[src/design/fca_pkg.sv]
// ----------------------------------------------------------------------------
// fca_pkg: shared types and constants for the fixed chunk allocator
// Field widths, result codes, register indexes and parameter defaults.
// ----------------------------------------------------------------------------
package fca_pkg;

  // Port field widths
  localparam int ADDR_W  = 20;
  localparam int CHUNK_W = 13;
  localparam int BIN_W   = 17;
  localparam int CODE_W  = 2;
  localparam int CIDX_W  = 2;

  // Parameter defaults
  localparam int FREE_DEPTH_DEF = 256;
  localparam int MAX_BINS_DEF   = 64;
  localparam int ADDR_BITS_DEF  = 20;

  // Configuration register indexes
  localparam logic [CIDX_W-1:0] CFG_CHUNK_UNITS = 2'd0;
  localparam logic [CIDX_W-1:0] CFG_BIN_UNITS   = 2'd1;
  localparam logic [CIDX_W-1:0] CFG_HEAP_BASE   = 2'd2;

  // Result source codes
  localparam logic [CODE_W-1:0] SRC_FREE_STORE = 2'd0;
  localparam logic [CODE_W-1:0] SRC_WILD_SPLIT = 2'd1;
  localparam logic [CODE_W-1:0] SRC_WILD_WHOLE = 2'd2;
  localparam logic [CODE_W-1:0] SRC_NEW_BIN    = 2'd3;

  // Result status codes
  localparam logic [CODE_W-1:0] ST_OK          = 2'd0;
  localparam logic [CODE_W-1:0] ST_OUT_OF_BINS = 2'd1;
  localparam logic [CODE_W-1:0] ST_STORE_FULL  = 2'd2;

  // Request modes
  localparam logic MODE_ALLOC = 1'b0;
  localparam logic MODE_FREE  = 1'b1;

  // Controller to datapath commands
  typedef struct packed {
    logic load;    // capture an accepted request, start the store read
    logic commit;  // update state and load the result register
  } fca_cmd_t;

endpackage

[src/design/fca_ctrl.sv]
// ----------------------------------------------------------------------------
// fca_ctrl: request sequencer
// Takes one request, waits for the result slot, then commits it.
// ----------------------------------------------------------------------------
module fca_ctrl (
  input  logic              clk,
  input  logic              rst,
  input  logic              in_valid,
  output logic              in_ready,
  output logic              out_valid,
  input  logic              out_ready,
  output fca_pkg::fca_cmd_t cmd
);
  import fca_pkg::*;

  typedef enum logic {
    IDLE,
    RUN
  } state_t;

  state_t state;

  always_comb begin
    cmd.load   = in_valid && in_ready;
    cmd.commit = (state == RUN) && (!out_valid || out_ready);
  end

  always_ff @(posedge clk) begin
    if (rst) begin
      state     <= IDLE;
      in_ready  <= 1'b1;
      out_valid <= 1'b0;
    end else begin
      case (state)
        IDLE: begin
          if (cmd.load) begin
            state    <= RUN;
            in_ready <= 1'b0;
          end
          if (out_ready) begin
            out_valid <= 1'b0;
          end
        end
        RUN: begin
          // hold here while the previous result is still unread
          if (cmd.commit) begin
            state     <= IDLE;
            in_ready  <= 1'b1;
            out_valid <= 1'b1;
          end
        end
        default: begin
          state    <= IDLE;
          in_ready <= 1'b1;
        end
      endcase
    end
  end

endmodule

[config.mk]
export PLATFORM = sky130hd
export DESIGN_NAME = fca_ctrl
export DESIGN_NICKNAME = d
export VERILOG_FILES = /design/src/design/fca_pkg.sv /design/src/design/fca_ctrl.sv
export SDC_FILE = /design/constraint.sdc
export NUM_CORES = 1
export LEC_CHECK = 0
export CAP_MARGIN = 20
export CELL_PAD_IN_SITES_DETAIL_PLACEMENT = 2
export CELL_PAD_IN_SITES_GLOBAL_PLACEMENT = 2
export CORE_AREA = 2 2 39 41
export DETAILED_ROUTE_END_ITERATION = 16
export DIE_AREA = 0 0 41 43
export DONT_BUFFER_PORTS = 1
export GPL_ROUTABILITY_DRIVEN = 1
export MAX_ROUTING_LAYER = met4
export PLACE_DENSITY = 0.39
export SYNTH_ARGS = -nofsm -noshare
export SYNTH_HDL_FRONTEND = slang
export SYNTH_SLANG_ARGS = --single-unit
[constraint.sdc]
create_clock -name clk -period 1 [get_ports clk]
set_clock_uncertainty 0.1 [all_clocks]
set_input_delay 0.2 -clock clk [delete_from_list [all_inputs] [get_ports clk]]
set_output_delay 0.2 -clock clk [all_outputs]
set_load 0.005 [all_outputs]
==> results list, run 1 <==
* Pin count of the biggest net entering global routing: 7
* Worst-Skew Late Latency: approximately 0.23 ns
* Area added between synthesis and finish: 59.1%
- Using the TritonRoute via totals, the vias-per-cell ratio works out to 3.74.
- VDD sags by at most a little under 0.5 mV.
- Max H-tree Level: 1
- For this design the static power due to leakage is approximately 0.084 nW.
- The HPWL after detailed placement is approximately 280 microns.
* Met1 global-route usage: about 5.4%
- Once detail routing completed, the nets flagged for antenna violations numbered 0.
- After global routing the overflow that remains totals 0.
- In this run the power density over the cells is 1770 nW/um^2.
* Via count of the routed design: 142
- Hold WC Path Type: in2reg
- The final max-slew violation count was 0.
- Total I/O pin count: 8
- Cells with a size suffix above 1 make up between 40% and 50% of the layout.
- Share of the yosys chip area belonging to registers: 43.6%
- STA puts the critical path data required time at 0.70 ns.
- CTS tree: yes
* Slew at the pin closest to its max-slew limit: between 0.2 and 0.25 ns
* Overall routed net length: between 400 and 500 microns
* Number of cells produced by synthesis: 16
- Along the worst path, the maximum fanout reaches 4.
* Horizontal die dimension: between 40 and 50 microns
* Fin Hold WS: just under 0.05 ns
- Detail-routed net length per standard cell: 10.8 microns
- After the first detailed-routing iteration, the DRC count stood at 3.
- After global routing, the most crowded layer is met3.
* R2R cell count: 2
- Global-route total usage across every layer: between 6 and 7%
- Synthesis inferred 3 register bits.
- Worst setup path class: reg2out
* Clock edge transition at the registers on the reported setup and hold paths: 0.04 ns
- Total Die Area: between 1500 and 2000 sq um
- Max-cap violations in this run came to 0.
* Starting utilization of the core area: under 10%
- For met2 alone, demand over resource in global routing was 6.56%.
- The worst setup path is launched from a flop.
* Wire length of the first global-routing pass: 614 microns
- Setup repair after global routing could not meet its margin everywhere.
- The congestion estimate from routability-driven global placement came to around 0.57.
- Final hold vios: 0
- The clock passes through at most 2 buffers.
- Number of antenna violations at the first check in global routing: 0
* Count of warnings emitted by yosys: 0
- The final layout contains 27 nets.
- Height of the die: approximately 43 microns
- The final critical path takes up 111% of the cycle.
- The final reports fail on setup timing.
- Shortest clock period the worst path allows after layout: roughly 1.1 ns
* Grt met3 use: between 10% and 20%
* Average size of a mapped cell: between 8 and 9 sq um
- The via count of the first global-routing pass is ~140.
- Finish-stage setup viols: 2
* Number of core rows: 14
- The netlist uses 11 different library cells.
* Outcome: complete, but fails checks
* Summed instance area of the synthesized netlist: 138 sq um
- Measured against its own limit, the worst slew margin works out to 86.3%.
* DRC Markers: 0
* Element type at the critical path end: output port
- Post-Syn Nets: 20
* Inserted Clock Buffers: 3
- STA puts the critical path data arrival time at ~0.81 ns.
- Input and output buffers added on the ports amount to 0.
- Root Driver: sky130_fd_sc_hd__clkbuf_4
* Number of iterations in the first detailed-routing pass: 2
- Core region area: 1380 sq um
- For this run, the top clock speed supported by timing is 0.902 GHz.
* Number of cells on the worst hold path: 2
- Number of antenna diodes: 0
- In the post-route analysis, the smallest setup slack over all paths is -0.109 ns.
* Worst slack, placed: roughly 0.025 ns
* Sink count of the clock tree: 3
## worst paths after layout
path | start | endpoint | slack [ns]
worst max-delay path | out_valid | cmd[0] | -0.11
worst min-delay path | in_valid | state | 0.05
worst max register to register | out_valid | in_ready | 0.10
worst min register to register | state | out_valid | 0.37
## power breakdown
group,internal (W),switching [W]
clock,0.000150,0.0000654
combinational,0.0000206,0.0000116
sequential,0.000128,0.0000128
total,0.000299,0.0000898
## layout by cell type (no fill, tap or decap), drive strengths merged
cell type and count:
nor2 1, nand3b 2, clkbuf 4, buf 1, o31ai 1, nand2b 1
inv 2, a21oi 2, nor3b 1, and2 2, nor2b 1, dlygate4sd3 1
dfxtp 3
## final cells by class
class                           count  area [sq um]
Timing Repair Buffer                2          17.5
Sequential cell                     3          68.8
Fill cell                         164          1160
Inverter                            2          7.51
Multi-Input combinational cell     11          78.8
Tap cell                           16          20.0
Clock buffer                        4          26.3
## timing repair
action | CTS | global route
resized for setup | 7 | 0
hold buffers | 1 | 0
endpoints found under the setup margin | 2 | 2
endpoints found under the hold margin | 3 | 0
setup buffers | 1 | 0
## through the flow
stage | area, sq um | instances | utilization (%) | TNS [ns] | power (W)
finish | 219 | 38 | 15.8 | -0.138 | 0.000389
global route | 219 | 38 | 15.8 | -0.224 | 0.000425
CTS | 219 | 38 | 15.8 | -0.164 | 0.000400
detailed placement | 158 | 32 | 11.4 | 0 | 0.000165
global placement | 158 | 32 | 11.4 | 0 | 0.000163
floorplan | 138 | 16 | - | 0 | 0.000159
## synthesized netlist by cell type
master	instances	share of area, %
sky130_fd_sc_hd__nand3b_1	2	11
sky130_fd_sc_hd__inv_1	2	5.5
sky130_fd_sc_hd__nor2b_1	1	4.5
sky130_fd_sc_hd__a21oi_1	2	7.3
sky130_fd_sc_hd__dfxtp_1	3	44
sky130_fd_sc_hd__and2_1	1	4.5
sky130_fd_sc_hd__nor3b_1	1	5.5
sky130_fd_sc_hd__and2_2	1	5.5
sky130_fd_sc_hd__o31ai_1	1	5.5
sky130_fd_sc_hd__nor2_1	1	2.7
sky130_fd_sc_hd__nand2b_1	1	4.5
## worst max-delay path: stages (launching register included)
cell                       delay (ns)
sky130_fd_sc_hd__dfxtp_4         0.37
sky130_fd_sc_hd__nand2b_4        0.05
sky130_fd_sc_hd__and2_4          0.15
## logic make-up after synthesis
logic type / share of synthesized area (%)
AO/OA/AOI/OAI: 12.7
AND/OR/NAND/NOR: 38.2
buffers and inverters: 5.46
flip-flops: 43.6
## state kept, by name, summed over array words and instances (netlist names)
name and flops:
in_ready 1, state 1, out_valid 1
## layer usage
metal	vias up	routed length (microns)
met1	67	180
li1	67	-
met5	-	0
met2	8	168
met4	0	0
met3	0	63
No activity file was read; power rests on OpenSTA's default activity.
==> inputs of run 2 (changes only) <==
--- a/config.mk
+++ b/config.mk
@@ -13,6 +13,7 @@
 export DIE_AREA = 0 0 41 43
 export DONT_BUFFER_PORTS = 1
 export GPL_ROUTABILITY_DRIVEN = 1
+export GPL_TIMING_DRIVEN = 0
 export MAX_ROUTING_LAYER = met4
 export PLACE_DENSITY = 0.39
 export SYNTH_ARGS = -nofsm -noshare
==> run 2 against run 1 <==
The flow still finishes with violations (setup timing). Fmax grew 2.0%. Routed wire length grew 3.2%. Worst setup slack gained 0.021 ns. Power grew 1.6%. Worst hold slack lost 0.0086 ns. Via count is the same. Sequential cell count is the same. Die area is the same. Clock-buffer cell count is the same. Critical path depth is the same.
==> results list, run 2 (synthesized netlist as in run 1, its figures left out) <==
- The flow ran to the end, but the final reports show violations.
- Failing checks: setup timing
- Once layout is complete, the utilization of the core stands at 17.7%.
* Worst setup path class: reg2out
- Arrival time of data at the critical path endpoint: 0.79 ns
- Of all nets on the critical path, the largest fanout is 4.
- In this run the standard cell core region covers roughly 1400 sq um.
- Overflow left after global routing: 0
* Max-cap violations: 0
- Wire length of the first global-routing pass: 621 microns
* Share of post-route cells with drive strength above 1: approximately 50%
- Total Die Area: roughly 1800 sq um
* Highest Clock Rate: between 0.9 and 1 GHz
- Startpoint type of the worst setup path: flop
* Number of antenna violations at the first check in global routing: 0
- The largest registers in the layout are in_ready (1), out_valid (1), state (1).
- Summing all placed instances gives a cell area of about 160 sq um.
- Fin Hold WS: approximately 0.040 ns
- Count of final max-slew check failures: 0
- Multi-input gate area: a little over 80 sq um
- Share of the clock period used by the worst path after layout: 109%
- Horizontal die dimension: approximately 41 microns
- Root Driver: sky130_fd_sc_hd__clkbuf_4
* DRC Markers: 0
* Post-detailed-placement half-perimeter wirelength: about 290 microns
- Setup repair after global routing could not meet its margin everywhere.
- From synthesis to final layout, the design area changed by 78.2%.
- Static Leakage: a little under 0.1 nW
* Total I/O pin count: 8
- PnR worst setup slack: -0.0877 ns
- Max H-tree Level: 1
- Once the floorplan was initialized, standard cells occupied about 9.9% of the core.
- Row generation in the floorplan step produced 14 rows.
- Hold WC Path Type: in2reg
* Routability cong.: between 0.5 and 0.6
- TritonCTS built the clock tree.
- For the pin with the worst max-slew slack, the measured transition is about 0.22 ns.
* Total power per unit cell area: 1610 nW/um^2
* Worst vdd ir: ~0.41 mV
- After clock tree synthesis, the clock-pin slew on the worst setup and hold paths is roughly 0.040 ns.
- Leaving out fill and tap cells, the most frequent cell in the layout is sky130_fd_sc_hd__clkbuf_4.
- Via count of the routed design: 142
- Total number of nets in the final design: 29
- After the first detailed-routing iteration, the DRC count stood at 3.
* Count of filler cells inserted in the layout: roughly 160
* Worst-Skew Late Latency: around 0.23 ns
- Dividing the detail-routed wire length by the instance count gives ~11 microns.
* CTS max path bufs: 2
* Number of antenna diodes: 0
- The via count of the first global-routing pass came to approximately 160.
* Element type at the critical path end: output port
- Worst relative slew slack: 85.4%
* Final hold vios: 0
- Number of antenna-violating nets in the routed design: 0
- Shortest clock period the worst path allows after layout: about 1.1 ns
- Global routing used ~6.5% of the available tracks.
- The die is 43 microns tall.
* Detailed-route vias per instance: approximately 3.6
- After routing, the total negative slack on setup checks comes to -0.143 ns.
* Post-route design area: 245 sq um
- Pin count of the biggest net entering global routing: 7
- CP Data Required Time: around 0.70 ns
- Register cell area after layout: between 60 and 70 sq um
- Setup violations remaining at the end of the flow were counted as 3.
* Port bufs: 0
- The first TritonRoute pass finished after 2 iterations.
- Most frequent cells in the layout: sky130_fd_sc_hd__clkbuf_4 (3), sky130_fd_sc_hd__inv_1 (2), sky130_fd_sc_hd__nand3b_1 (2), sky130_fd_sc_hd__dfxtp_4 (2), sky130_fd_sc_hd__buf_6 (2)
- Overall routed net length: around 420 microns
- Sink count of the clock tree: 3
- Inserted Clock Buffers: 3
-- run 2: cell count changes in the layout (fill, tap and decap cells not counted) --
cell                      before  now
sky130_fd_sc_hd__a21oi_1       2    1
sky130_fd_sc_hd__a21oi_2       0    1
sky130_fd_sc_hd__buf_6         0    2
-- run 2: report_power, final --
group / switching [W] / internal, W / leakage, nW
combinational: 0.0000140 / 0.0000259 / 0.0552
clock: 0.0000637 / 0.000150 / 0.0150
sequential: 0.0000131 / 0.000129 / 0.0260
-- run 2: final cells by class --
cell class,count,share of cell area (%)
clock buffers,4,10.7
inverters,2,3.06
multi-input cells,11,33.7
flip-flops and latches,3,28.1
well taps,16,8.16
repair buffers,4,16.3
-- run 2: worst paths after layout --
path | depth (start not counted) | start | endpoint | slack [ns]
setup reg to reg | 5 | out_valid | out_valid | -0.03
hold / removal | 2 | in_valid | state | 0.04
setup / recovery | 2 | out_valid | cmd[0] | -0.09
hold reg to reg | 2 | state | out_valid | 0.41
-- run 2: layer usage --
metal	GRT usage, %	wire length (microns)	vias to the layer above
li1	-	-	68
met5	-	0	-
met4	0	0	0
met3	9.42	75	0
met1	6.07	184	63
met2	8.13	164	11
-- run 2: repair_timing --
action	in CTS	in global routing
pin swaps	2	0
hold buffers	1	0
buffers inserted	3	0
hold endpoints to repair	3	0
gates resized for setup	8	2
setup endpoints to repair	2	3
-- run 2: per-stage QoR --
stage | total power (W) | setup WS (ns) | instances
2_1_floorplan | 0.000159 | 0.0942 | 16
3_3_place_gp | 0.000163 | 0.0556 | 32
3_5_place_dp | 0.000166 | 0.0376 | 32
4_1_cts | 0.000411 | -0.127 | 40
5_1_grt | 0.000437 | -0.136 | 40
6_report | 0.000395 | -0.0877 | 40
-- run 2: worst max-delay path, stage by stage (launching register included) --
cell                       delay [ns]
sky130_fd_sc_hd__dfxtp_4         0.37
sky130_fd_sc_hd__nand2b_4        0.06
sky130_fd_sc_hd__and2_4          0.13
